## config.mk

```make
export PLATFORM = sky130hd
export DESIGN_NAME = fcca_ctrl
export DESIGN_NICKNAME = d
export VERILOG_FILES = /design/src/design/fcca_pkg.sv /design/src/design/fcca_ctrl.sv
export SDC_FILE = /design/constraint.sdc
export NUM_CORES = 1
export LEC_CHECK = 0
export BUFFER_PORTS_ARGS = -buffer_cell sky130_fd_sc_hd__buf_2
export CAP_MARGIN = 20
export CELL_PAD_IN_SITES_DETAIL_PLACEMENT = 1
export CELL_PAD_IN_SITES_GLOBAL_PLACEMENT = 1
export CORE_MARGIN = 2
export CORE_UTILIZATION = 36
export CTS_CLUSTER_SIZE = 28
export DETAILED_ROUTE_END_ITERATION = 7
export GPL_ROUTABILITY_DRIVEN = 1
export PLACE_DENSITY_LB_ADDON = 0.1
export SYNTH_ARGS = -nofsm -noshare
export SYNTH_HDL_FRONTEND = slang
export SYNTH_SLANG_ARGS = --single-unit
```

## constraint.sdc

```tcl
create_clock -name clk -period 3.4 [get_ports clk]
set_clock_uncertainty 0.2 [all_clocks]
set_input_delay 0.68 -clock clk [delete_from_list [all_inputs] [get_ports clk]]
set_output_delay 0.68 -clock clk [all_outputs]
set_load 0.02 [all_outputs]
```

## src/design/fcca_pkg.sv

```systemverilog
// ----------------------------------------------------------------------------
// fcca_pkg
// shared types and constants for the fat12 cluster chain allocator
// ----------------------------------------------------------------------------
package fcca_pkg;

  localparam int TABLE_ENTRIES_DEF = 4096;
  localparam int MAX_CHAIN_DEF     = 64;

  localparam logic [11:0] END_MARK   = 12'hFF8;
  localparam logic [11:0] END_WRITE  = 12'hFFF;
  localparam logic [11:0] FREE_ENTRY = 12'h000;

  localparam logic [1:0] CMD_LOAD   = 2'd0;
  localparam logic [1:0] CMD_READ   = 2'd1;
  localparam logic [1:0] CMD_WALK   = 2'd2;
  localparam logic [1:0] CMD_RESIZE = 2'd3;

  localparam logic [1:0] ST_OK    = 2'd0;
  localparam logic [1:0] ST_FULL  = 2'd1;
  localparam logic [1:0] ST_TRUNC = 2'd2;
  localparam logic [1:0] ST_RANGE = 2'd3;

  localparam logic [1:0] CFG_FIRST_SECTOR = 2'd0;
  localparam logic [1:0] CFG_SHIFT        = 2'd1;
  localparam logic [1:0] CFG_LIMIT        = 2'd2;

  typedef struct packed {
    logic [1:0]  command;
    logic [11:0] cluster_index;
    logic [11:0] entry_in;
    logic [6:0]  cluster_count;
  } in_item_t;

  typedef struct packed {
    logic [11:0] chain_cluster;
    logic [27:0] sector_address;
    logic [11:0] entry_out;
    logic [1:0]  status;
    logic        last;
  } out_item_t;

  // datapath commands
  typedef enum logic [3:0] {
    OP_NONE,
    OP_FAT_RD,
    OP_FAT_WR,
    OP_BUF_RD,
    OP_BUF_WR,
    OP_EMIT
  } dp_op_t;

  typedef struct packed {
    dp_op_t      op;
    logic [11:0] fat_addr;
    logic [11:0] fat_data;
    logic [5:0]  buf_addr;
    logic [11:0] buf_data;
    logic [11:0] emit_cluster;
    logic        emit_sector;
    logic [11:0] emit_entry;
    logic [1:0]  emit_status;
    logic        emit_last;
  } dp_cmd_t;

  typedef struct packed {
    logic [11:0] fat_q;
    logic [11:0] buf_q;
  } dp_sts_t;

endpackage

```

## src/design/fcca_ctrl.sv

```systemverilog
// ----------------------------------------------------------------------------
// fcca_ctrl
// command sequencer for load, read, walk and resize
// ----------------------------------------------------------------------------
module fcca_ctrl #(
  parameter int TABLE_ENTRIES = fcca_pkg::TABLE_ENTRIES_DEF,
  parameter int MAX_CHAIN     = fcca_pkg::MAX_CHAIN_DEF
) (
  input  logic               clk,
  input  logic               rst_n,
  input  logic               start,
  input  fcca_pkg::in_item_t in_item,
  output logic               busy,
  input  logic [12:0]        cluster_limit,
  output fcca_pkg::dp_cmd_t  cmd,
  input  fcca_pkg::dp_sts_t  sts
);

  localparam logic [12:0] TE = 13'(TABLE_ENTRIES);
  localparam logic [6:0]  MC = 7'(MAX_CHAIN);

  typedef enum logic [13:0] {
    S_IDLE     = 14'b00000000000001,
    S_READ_W   = 14'b00000000000010,
    S_WALK_RD  = 14'b00000000000100,
    S_WALK_W   = 14'b00000000001000,
    S_KEEP_RD  = 14'b00000000010000,
    S_KEEP_W   = 14'b00000000100000,
    S_FREE_RD  = 14'b00000001000000,
    S_FREE_W   = 14'b00000010000000,
    S_SRCH_RD  = 14'b00000100000000,
    S_SRCH_W   = 14'b00001000000000,
    S_LINK_RD  = 14'b00010000000000,
    S_LINK_W   = 14'b00100000000000,
    S_OUT_RD   = 14'b01000000000000,
    S_OUT_W    = 14'b10000000000000
  } state_t;

  state_t      state_r, state_nxt;
  logic [11:0] cur_r, cur_nxt;
  logic [6:0]  n_r, n_nxt;
  logic [6:0]  need_r, need_nxt;
  logic [12:0] steps_r, steps_nxt;
  logic [12:0] bound_r, bound_nxt;
  logic [11:0] prev_r, prev_nxt;
  logic [11:0] q;
  logic [11:0] bq;
  logic [6:0]  cnt_sat;

  assign q  = sts.fat_q;
  assign bq = sts.buf_q;
  assign cnt_sat = (in_item.cluster_count > MC) ? MC : in_item.cluster_count;
  assign busy = (state_r != S_IDLE);

  always_ff @(posedge clk) begin
    if (!rst_n) begin
      state_r <= S_IDLE;
    end else begin
      state_r <= state_nxt;
    end
    cur_r   <= cur_nxt;
    n_r     <= n_nxt;
    need_r  <= need_nxt;
    steps_r <= steps_nxt;
    bound_r <= bound_nxt;
    prev_r  <= prev_nxt;
  end

  always_comb begin
    state_nxt = state_r;
    cur_nxt   = cur_r;
    n_nxt     = n_r;
    need_nxt  = need_r;
    steps_nxt = steps_r;
    bound_nxt = bound_r;
    prev_nxt  = prev_r;
    cmd       = '0;
    cmd.op    = fcca_pkg::OP_NONE;
    unique case (state_r)
      S_IDLE: begin
        if (start) begin
          cur_nxt   = in_item.cluster_index;
          n_nxt     = 7'd0;
          need_nxt  = cnt_sat;
          steps_nxt = 13'd0;
          bound_nxt = (cluster_limit < TE) ? cluster_limit : TE;
          if ({1'b0, in_item.cluster_index} >= TE) begin
            cmd.op = fcca_pkg::OP_EMIT;
            cmd.emit_status = fcca_pkg::ST_RANGE;
            cmd.emit_last = 1'b1;
          end else begin
            case (in_item.command)
              fcca_pkg::CMD_LOAD: begin
                cmd.op = fcca_pkg::OP_FAT_WR;
                cmd.fat_addr = in_item.cluster_index;
                cmd.fat_data = in_item.entry_in;
                state_nxt = S_OUT_W;
                prev_nxt = 12'd0;
              end
              fcca_pkg::CMD_READ: begin
                cmd.op = fcca_pkg::OP_FAT_RD;
                cmd.fat_addr = in_item.cluster_index;
                state_nxt = S_READ_W;
              end
              fcca_pkg::CMD_WALK: state_nxt = S_WALK_RD;
              default: begin
                if (in_item.cluster_index != 12'd0) begin
                  state_nxt = (cnt_sat != 7'd0) ? S_KEEP_RD : S_FREE_RD;
                end else if (cnt_sat == 7'd0) begin
                  cmd.op = fcca_pkg::OP_EMIT;
                  cmd.emit_last = 1'b1;
                end else begin
                  cur_nxt = 12'd2;
                  state_nxt = S_SRCH_RD;
                end
              end
            endcase
          end
        end
      end
      S_OUT_W: begin
        // single-result finish for load
        cmd.op = fcca_pkg::OP_EMIT;
        cmd.emit_last = 1'b1;
        state_nxt = S_IDLE;
      end
      S_READ_W: begin
        cmd.op = fcca_pkg::OP_EMIT;
        cmd.emit_entry = q;
        cmd.emit_last = 1'b1;
        state_nxt = S_IDLE;
      end
      S_WALK_RD: begin
        cmd.op = fcca_pkg::OP_BUF_WR;
        cmd.fat_addr = cur_r;
        cmd.buf_addr = n_r[5:0];
        cmd.buf_data = cur_r;
        state_nxt = S_WALK_W;
      end
      S_WALK_W: begin
        cmd.op = fcca_pkg::OP_EMIT;
        cmd.emit_cluster = cur_r;
        cmd.emit_sector = 1'b1;
        n_nxt = n_r + 7'd1;
        cur_nxt = q;
        state_nxt = S_WALK_RD;
        if (q >= fcca_pkg::END_MARK) begin
          cmd.emit_last = 1'b1;
          state_nxt = S_IDLE;
        end else if ({1'b0, q} >= TE) begin
          cmd.emit_last = 1'b1;
          cmd.emit_status = fcca_pkg::ST_RANGE;
          state_nxt = S_IDLE;
        end else if (n_r + 7'd1 >= MC) begin
          cmd.emit_last = 1'b1;
          cmd.emit_status = fcca_pkg::ST_TRUNC;
          state_nxt = S_IDLE;
        end
      end
      S_KEEP_RD: begin
        cmd.op = fcca_pkg::OP_BUF_WR;
        cmd.fat_addr = cur_r;
        cmd.buf_addr = n_r[5:0];
        cmd.buf_data = cur_r;
        state_nxt = S_KEEP_W;
      end
      S_KEEP_W: begin
        n_nxt = n_r + 7'd1;
        cur_nxt = q;
        if (q >= fcca_pkg::END_MARK || {1'b0, q} >= TE) begin
          cur_nxt = 12'd2;
          state_nxt = S_SRCH_RD;
        end else if (n_r + 7'd1 >= need_r) begin
          state_nxt = S_FREE_RD;
        end else begin
          state_nxt = S_KEEP_RD;
        end
      end
      S_FREE_RD: begin
        if (cur_r >= 12'd2 && {1'b0, cur_r} < TE && cur_r < fcca_pkg::END_MARK
            && steps_r < TE) begin
          cmd.op = fcca_pkg::OP_FAT_RD;
          cmd.fat_addr = cur_r;
          state_nxt = S_FREE_W;
        end else if (need_r == 7'd0) begin
          cmd.op = fcca_pkg::OP_EMIT;
          cmd.emit_last = 1'b1;
          state_nxt = S_IDLE;
        end else begin
          cur_nxt = 12'd2;
          state_nxt = S_SRCH_RD;
        end
      end
      S_FREE_W: begin
        cmd.op = fcca_pkg::OP_FAT_WR;
        cmd.fat_addr = cur_r;
        cmd.fat_data = fcca_pkg::FREE_ENTRY;
        cur_nxt = q;
        steps_nxt = steps_r + 13'd1;
        state_nxt = S_FREE_RD;
      end
      S_SRCH_RD: begin
        if (n_r >= need_r) begin
          n_nxt = 7'd0;
          state_nxt = S_LINK_RD;
        end else if ({1'b0, cur_r} >= bound_r) begin
          cmd.op = fcca_pkg::OP_EMIT;
          cmd.emit_status = fcca_pkg::ST_FULL;
          cmd.emit_last = 1'b1;
          state_nxt = S_IDLE;
        end else begin
          cmd.op = fcca_pkg::OP_FAT_RD;
          cmd.fat_addr = cur_r;
          state_nxt = S_SRCH_W;
        end
      end
      S_SRCH_W: begin
        if (q == fcca_pkg::FREE_ENTRY) begin
          cmd.op = fcca_pkg::OP_BUF_WR;
          cmd.buf_addr = n_r[5:0];
          cmd.buf_data = cur_r;
          n_nxt = n_r + 7'd1;
        end
        cur_nxt = cur_r + 12'd1;
        if (cur_r == 12'hFFF) begin
          bound_nxt = 13'd0;
        end
        state_nxt = S_SRCH_RD;
      end
      S_LINK_RD: begin
        cmd.op = fcca_pkg::OP_BUF_RD;
        cmd.buf_addr = n_r[5:0];
        state_nxt = S_LINK_W;
      end
      S_LINK_W: begin
        // bq is buffer entry n; link previous entry to it
        if (n_r != 7'd0) begin
          cmd.op = fcca_pkg::OP_FAT_WR;
          cmd.fat_addr = prev_r;
          cmd.fat_data = bq;
        end
        prev_nxt = bq;
        n_nxt = n_r + 7'd1;
        if (n_r + 7'd1 >= need_r) begin
          state_nxt = S_OUT_RD;
        end else begin
          state_nxt = S_LINK_RD;
        end
      end
      S_OUT_RD: begin
        if (n_r == need_r) begin
          cmd.op = fcca_pkg::OP_FAT_WR;
          cmd.fat_addr = prev_r;
          cmd.fat_data = fcca_pkg::END_WRITE;
          n_nxt = 7'd0;
          steps_nxt = 13'd1;
        end else begin
          cmd.op = fcca_pkg::OP_BUF_RD;
          cmd.buf_addr = n_r[5:0];
          state_nxt = S_OUT_W;
        end
      end
      default: state_nxt = S_IDLE;
    endcase
    // emission phase of a resize reuses S_OUT_W with steps_r flag
    if (state_r == S_OUT_W && steps_r == 13'd1) begin
      cmd = '0;
      cmd.op = fcca_pkg::OP_EMIT;
      cmd.emit_cluster = bq;
      cmd.emit_sector = 1'b1;
      n_nxt = n_r + 7'd1;
      if (n_r + 7'd1 >= need_r) begin
        cmd.emit_last = 1'b1;
        state_nxt = S_IDLE;
        steps_nxt = 13'd0;
      end else begin
        state_nxt = S_OUT_RD;
      end
    end
  end

endmodule

```

* After elaboration in Yosys (flattened, before gate mapping)
Index checks and enable logic that the tools add are counted.
W data, S select, Z words.
** Cells by class
- Add/subtract/negate cells :: 3
- $lt $le $gt $ge :: 10
- Equal/unequal tests :: 31
- Multiplexer cells :: 85
- Reductions and logical operators :: 29
** Operator list (number)
- $mux W12 :: 14
- $pmux W14 S12 :: 1
- $mux W13 :: 10
- $mux W14 :: 6
- $mux W74 :: 1
- $pmux W12 S6 :: 1
- $pmux W12 S5 :: 1
- $mux W7 :: 8
- $pmux W12 S2 :: 2
- $pmux W14 S3 :: 1
- $pmux W4 S10 :: 1
- $pmux W13 S3 :: 1
- $pmux W12 S3 :: 1
- $pmux W7 S5 :: 1
- $mux W28 :: 1
- $mux W3 :: 9
- $lt A13 B13 Y1 const B :: 2
- $mux W26 :: 1
- $pmux W13 S2 :: 1
- $mux W24 :: 1
- $mux W18 :: 1
- $mux W9 :: 2
- $pmux W6 S3 :: 1
- $mux W16 :: 1
- other kinds (57) :: 89
** Storage, ports and cells
- Flip-flop bits (word level) :: 78
- Bits of input ports :: 73
- Output and inout bits :: 75

* Logic depth before layout (Yosys ltp)
Gate-level depths: netlist (run 1).
- Depth in word-level cells :: 9
- Mapped depth :: 11

* Worst setup path before layout (run 1)
Ideal clock, no wire load.
- Kind :: flip-flop to flip-flop
- From :: register state_r[4]
- To :: register bound_r[0] (enable)
- Library setup time :: 0.421 ns
- Arrival time :: 2.898 ns
- Required time :: 2.779 ns
- Slack :: -0.120 ns
- Stages on the path, launching flop included :: 5
- Path buffers :: 1
- Period minus slack after synthesis :: 3.520 ns
- Cells stage by stage :: dfxtp_1 -> nor4_4 -> nand4_1 -> clkbuf_1 -> o41ai_1
** On the way
- Cells in the longest elaborated chain, start to end :: 3
** Ends and longest elaborated chain
- start, declared :: line fcca_ctrl.sv:39 : state_t state_r, state_nxt;
- start signal, assigned :: line fcca_ctrl.sv:59 : state_r <= state_nxt;
- $eq A14 B10 Y1 / $eq A14 B1 Y1 (equally long branches) :: line fcca_ctrl.sv:79 : unique case (state_r)
- $ne A2 B2 Y1 (no source line) / $reduce_bool A2 Y1 (equally long branches)
- $reduce_and A3 Y1 (no source line) (*)
- end signal, assigned :: line fcca_ctrl.sv:65 : bound_r <= bound_nxt;
- end, declared :: line fcca_ctrl.sv:44 : logic [12:0] bound_r, bound_nxt;
Mark *: on every way between the ends. The rest lies on a longest branch, timed or not.
A chain may end at the register's enable or synchronous reset.

==> results of run 1 <==
synthesized netlist by cell type, types with 6 or more instances:
master | count | area, um2
nor4_1 | 15 | 93.84
nand2b_1 | 7 | 43.79
o21ai_0 | 26 | 130.1
and4_1 | 6 | 52.55
buf_2 | 7 | 35.03
a22o_1 | 24 | 210.2
nand3_1 | 19 | 95.09
a21oi_1 | 10 | 50.05
and3_1 | 9 | 56.30
xor2_1 | 7 | 61.31
nand2_1 | 44 | 165.2
nor3_1 | 19 | 95.09
edfxtp_1 | 51 | 1531
a221o_1 | 20 | 200.2
a21o_1 | 13 | 97.59
or3_1 | 6 | 37.54
ha_1 | 32 | 400.4
nand4_1 | 14 | 87.58
inv_1 | 29 | 108.9
and2_1 | 53 | 331.6
nor2b_1 | 18 | 112.6
clkbuf_1 | 18 | 67.56
o21a_1 | 8 | 60.06
nor2_1 | 44 | 165.2
dfxtp_1 | 27 | 540.5
nor4b_1 | 7 | 61.31
xnor2_1 | 8 | 70.07
critical path, stage by stage (launching register included):
cell and delay [ps]:
edfxtp_1 430, buf_4 140, buf_4 140, and3_4 200, nand3_4 110, xnor2_4 260
ha_4 250, a21o_1 180, a221oi_4 320, nand2_2 140, nand2_2 140, o31ai_2 110
buf_4 170
worst max path at each step:
stage / startpoint / endpoint / slack (ps) / cells past startpoint
6_report: n_r[4] / cmd[0] / -420 / 12
5_1_grt: n_r[1] / cmd[0] / -450 / 13
4_1_cts: n_r[1] / cmd[67] / -220 / 9
3_5_place_dp: n_r[0] / cmd[68] / -220 / 10
2_1_floorplan: n_r[0] / cmd[0] / 100 / 8
3_3_place_gp: in_item[26] / cmd[0] / -210 / 9
per-stage QoR:
step	instances	setup slack (ps)	utilization (%)	hold WS (ps)	power, W
after floorplan	626	101.8	-	252.6	0.001986
after global placement	1030	-209.5	45.52	272.0	0.002503
after detailed placement	1030	-222.9	45.52	300.6	0.002565
after CTS	1066	-221.2	50.57	316.6	0.003789
after global routing	1085	-445.2	53.23	339.2	0.004274
final	1085	-419.7	53.23	317.5	0.004118
layout make-up:
cell class,count,area (um2),area share [%]
clock inverter,4,47.55,0.5685
clock buffer,12,236.5,2.828
multi-input combinational,488,3794,45.36
inverter,30,117.6,1.406
timing repair buffer,257,1822,21.78
sequential,78,2076,24.82
tap,216,270.3,3.232
power groups by stage:
stage                     Sequential (W)  Clock, W  Combinational [W]
after detailed placement         0.00127         0            0.00129
after CTS                        0.00125  0.000979            0.00156
after floorplan                  0.00127         0           0.000716
final                            0.00126  0.000966            0.00189
after global placement           0.00126         0            0.00124
after global routing             0.00127   0.00102            0.00198
placed cells by master, fill, tap and decap left out, types with 9 or more instances in the layout:
| cell type | instances |
|---|---|
| buf_2 | 112 |
| buf_4 | 105 |
| and2_1 | 52 |
| edfxtp_1 | 51 |
| nand2_1 | 42 |
| nor2_1 | 39 |
| buf_6 | 38 |
| o21ai_0 | 26 |
| a22o_1 | 24 |
| dfxtp_1 | 24 |
| ha_1 | 23 |
| inv_1 | 21 |
| a221o_1 | 20 |
| nor3_1 | 18 |
| nor2b_1 | 17 |
| nand3_1 | 15 |
| nand4_1 | 14 |
| nor4_1 | 14 |
| a21o_1 | 13 |
| a21oi_1 | 10 |
| clkbuf_16 | 10 |
| ha_4 | 9 |
cell families after synthesis:
logic type | count (synthesis) | synth area share (%)
buffers and inverters | 61 | 4.478
AOI/OAI and AO/OA | 151 | 20.73
DFF | 78 | 36.17
xor gates and xnor gates | 15 | 2.294
adders and majority gates | 32 | 6.990
and+or+nand+nor | 288 | 29.27
other | 1 | 0.06547
state kept, by name (all words and copies together), names as in the netlist:
register	cells
prev_r	12
bound_r	13
state_r	14
n_r	7
need_r	7
steps_r	13
cur_r	12
layer usage:
layer  part of all wire [%]  vias up  wire length (um)
li1                       -     2834                 -
met1                     40     3182             10170
met2                     48      297             12310
met3                    6.5      103              1657
met4                    5.7        0              1448
met5                      0        -                 0
timing repair:
action	CTS	global route
gates cloned	2	2
endpoints found under the setup margin	45	48
pin swaps	20	40
buffers inserted	18	18
resized for setup	87	63
==> results.toml, run 1 <==
[status]
status = "complete, but fails checks"
violations = "setup timing"

[min_path]
min_to = "steps_r[8]"
hold_path.startpoint = "steps_r[8]"
hp-class = "reg -> reg"
min_path_cells = 1

[worst_setup_path]
reg2reg_to = "state_r[6]"
criticalPathCategory = "reg -> out"
rrSetupSlack_ps = 20
timing.rr.start = "n_r[4]"
path_max_fanout = 5
cp-end-kind = "primary output"
reg2regPathDepth = 14
crit_path_start_kind = "flop"
crit_required_ps = 2520
cp.arrival_ps = 2940

[final_layout]
postLayoutCellArea_mm2 = 0.008363
drive_gt1_share_pct = 40.05
fill_cells = 1879
area_delta_synth_final_pct = 46.00
n_antenna_cell = 0
nNetsFinal = 969

[synth]
syn-num-nets = 731
async_flop_share_pct = 0
synth_edf_count = 51
syn_area_mm2 = 0.005728
synth_ff_type = "edfxtp_1"
yosys_warnings = 0
syn-mean-instance-area_um2 = 9.150
synth-seq-area-share_pct = 36.17
synth.distinct_cells = 75
ys_seq_elements = 78
synthCells = 626

[die]
initial_utilization_pct = 36.45
dieHeight_um = 130.1
fp.coreArea_mm2 = 0.01571
die_w_um = 130.1
std_cell_rows = 46
ios = 148
die-area_mm2 = 0.01694

[pwr]
power_density_mw_per_mm2 = 492.4
leakage_nw = 3.671
intPower_w = 0.002581
p_seq_share_pct = 30.7
combPwrFrac_pct = 45.9
p_sw_w = 0.001536
clkPwrFrac_pct = 23.5
vdd_drop_max_uv = 248.3
power.share.switching_pct = 37.31

[sta]
max_freq_ghz = 0.2618
rsz0062_at_grt = "true"
hold_viol_final = 0
post-route-period-util_pct = 112.3
min_period_ps = 3820
drv_slew = 0
tightest_slew_ps = 1081
relSlewSlack_pct = 27.30
totalNegativeSetupSlack_ps = -8382
setup_slack_ps = -419.7
finalSetupViolations = 34

[clocking]
postCtsHoldBufs = 0
htreeDepth = 3
cts-root-buf = "clkbuf_16"
clk_pin_slew_ps = 60
cts_buffer_depth = 2
cts_buffers = 9
clk_latency_ps = 350
cts_tree = "done"
cts_sinks = 78

[drt]
drc = 0
vias = 6416
drt-pass1-iter-count = 6
wl_per_cell_um = 23.59
viasPerCell = 5.913
ant_nets = 0
drt_iter0_drc = 478
routed_wl_mm = 25.59

[place]
gp_congestion = 0.9613
hpwl_mm = 17.33
numPortBuffers = 146
placed_area_mm2 = 0.007153

[global_routing]
grt_use_met3_pct = 4.264
grt_use_met2_pct = 47.06
grt_busiest_layer = "met2"
use_met1_pct = 33.85
antenna_found_initial = 0
grt_pass1_vias = 6240
grt_max_degree = 21
grt_util_all_layers_pct = 27.50
grt_overflow = 0
grt_pass1_wl_mm = 35.10

[job]
cap_violations = 0
No activity file was read; power rests on OpenSTA's default activity.
==> run 2: changes to the inputs <==
- CORE_UTILIZATION: 36 -> 30
==> run 2 against run 1 <==
Against the previous run: the flow still finishes with violations (setup timing); fmax is 5.9% higher; sequential share of layout area up 0.56 points; first-iteration DRC count is 41% lower.
==> results.toml, run 2 (synthesis results as in run 1) <==
[global_routing]
grt_max_degree = 21
antenna_found_initial = 0
grt_busiest_layer = "met2"
use_met1_pct = 28.93
grt_overflow = 0
grt_use_met3_pct = 3.129
grt_pass1_wl_mm = 35.34
grt_use_met2_pct = 40.86
grt_pass1_vias = 6180
grt_util_all_layers_pct = 22.97

[sta]
relSlewSlack_pct = 56.76
finalSetupViolations = 30
whs_ps = 311.6
post-route-period-util_pct = 106.0
max_freq_ghz = 0.2774
drv_slew = 0
totalNegativeSetupSlack_ps = -2860
setup_slack_ps = -205.2
tightest_slew_ps = 646.2
min_period_ps = 3605
rsz0062_at_grt = "true"
hold_viol_final = 0

[final_layout]
nNetsFinal = 955
top_register = "state_r"
drive_gt1_share_pct = 38.36
area_delta_synth_final_pct = 42.62
largest_reg_flops = 14
top_regs = "state_r (14), bound_r (13), steps_r (13)"
layout_commonest_cell = "buf_2"
mostFrequentLayoutCells = "buf_2, buf_4, and2_1"
postLayoutCellArea_mm2 = 0.008169

[place]
gp_congestion = 0.9105
numPortBuffers = 146
placed_area_mm2 = 0.007168
dp_slack_ps = -228.3
hpwl_mm = 17.88

[drt]
drt_iter0_drc = 284
vias = 5980
ant_nets = 0
routed_wl_mm = 23.41
wl_per_cell_um = 21.48
drc = 0
drt-pass1-iter-count = 4
viasPerCell = 5.486

[worst_setup_path]
cp-end-kind = "primary output"
criticalPathCategory = "reg -> out"
timing.rr.start = "n_r[3]"
cpPeakStageDelay_ps = 560
crit_required_ps = 2520
crit_path_start_kind = "flop"
crit_path_start = "n_r[1]"
cp.arrival_ps = 2730
path_max_fanout = 6
crit_path_cell_trace = "ha_1 > nand3_2 > or2_4 > or4_4 > nand2b_4 > a22o_1 > a21o_1 > buf_6"
slowest_stage = "or4_4"

[die]
dieHeight_um = 142.2
ios = 148
fp.coreArea_mm2 = 0.01871
die-area_mm2 = 0.02022
initial_utilization_pct = 30.62
std_cell_rows = 50
die_w_um = 142.2

[clocking]
clk_pin_slew_ps = 70
cts_sinks = 78
htreeDepth = 3
clk_latency_ps = 350
cts-root-buf = "clkbuf_16"
cts_buffer_depth = 2
cts_buffers = 9
cts_tree = "done"
postCtsHoldBufs = 0

[min_path]
hold_path.startpoint = "steps_r[8]"
hp-class = "reg -> reg"

[pwr]
power_density_mw_per_mm2 = 481.3
leakage_nw = 3.607
vdd_drop_max_uv = 231.9

[status]
status = "complete, but fails checks"
violations = "setup timing"

[job]
cap_violations = 0
run 2: cell count changes in the layout (fill, tap and decap cells not counted), sizes merged:
cell	delta
clkbuf	-2
buf	-14
bufinv	+1
clkinv	-1
diode	+1
inv	+2
run 2: per-layer routing:
metal / vias to the layer above / part of all wire [%] / wire length (um)
li1: 2814 / - / -
met1: 2986 / 43 / 10130
met2: 150 / 51 / 11890
met3: 30 / 4.1 / 964
met4: 0 / 1.8 / 427
met5: - / 0 / 0
run 2: path summary, 6_finish.rpt:
check	slack [ps]	depth (start not counted)	to
max	-210	8	cmd[64]
min	310	1	steps_r[8]
max reg2reg	150	15	n_r[1]
min reg2reg	310	1	steps_r[8]
run 2: power breakdown:
group | switching [W] | internal (W) | total (W)
clock | 0.000447 | 0.000652 | 0.00110
combinational | 0.000879 | 0.000696 | 0.00157
sequential | 0.0000932 | 0.00116 | 0.00126
total | 0.00142 | 0.00251 | 0.00393
run 2: layout make-up:
| class | count | area [um2] |
|---|---|---|
| Antenna cell | 1 | 2.502 |
| Sequential cell | 78 | 2073 |
| Clock inverter | 6 | 93.84 |
| Timing Repair Buffer | 243 | 1644 |
| Clock buffer | 10 | 229.0 |
| Multi-Input combinational cell | 488 | 3721 |
| Tap cell | 234 | 292.8 |
| Fill cell | 2203 | 10540 |
| Inverter | 30 | 112.6 |
run 2: worst max-delay path: cells and delay by family, from the launching register on:
kind / cells / cell delay, ps
simple gates: 4 / 1170
buf+inv: 1 / 120
compound gates: 2 / 260
flops: 1 / 440
fa+ha+maj: 1 / 390
run 2: repair_timing:
action,4_1_cts,5_1_grt
endpoints found under the setup margin,46,78
pin swaps,12,18
cloned,2,0
resized for setup,55,62
setup buffers,21,8
run 2: per-stage QoR:
step / cells / utilization [%] / power (W)
3_3_place_gp: 1047 / 38.32 / 0.002512
4_1_cts: 1085 / 42.13 / 0.003802
6_report: 1090 / 43.67 / 0.003932
2_1_floorplan: 626 / - / 0.001986
5_1_grt: 1089 / 43.66 / 0.004138
3_5_place_dp: 1047 / 38.32 / 0.002552
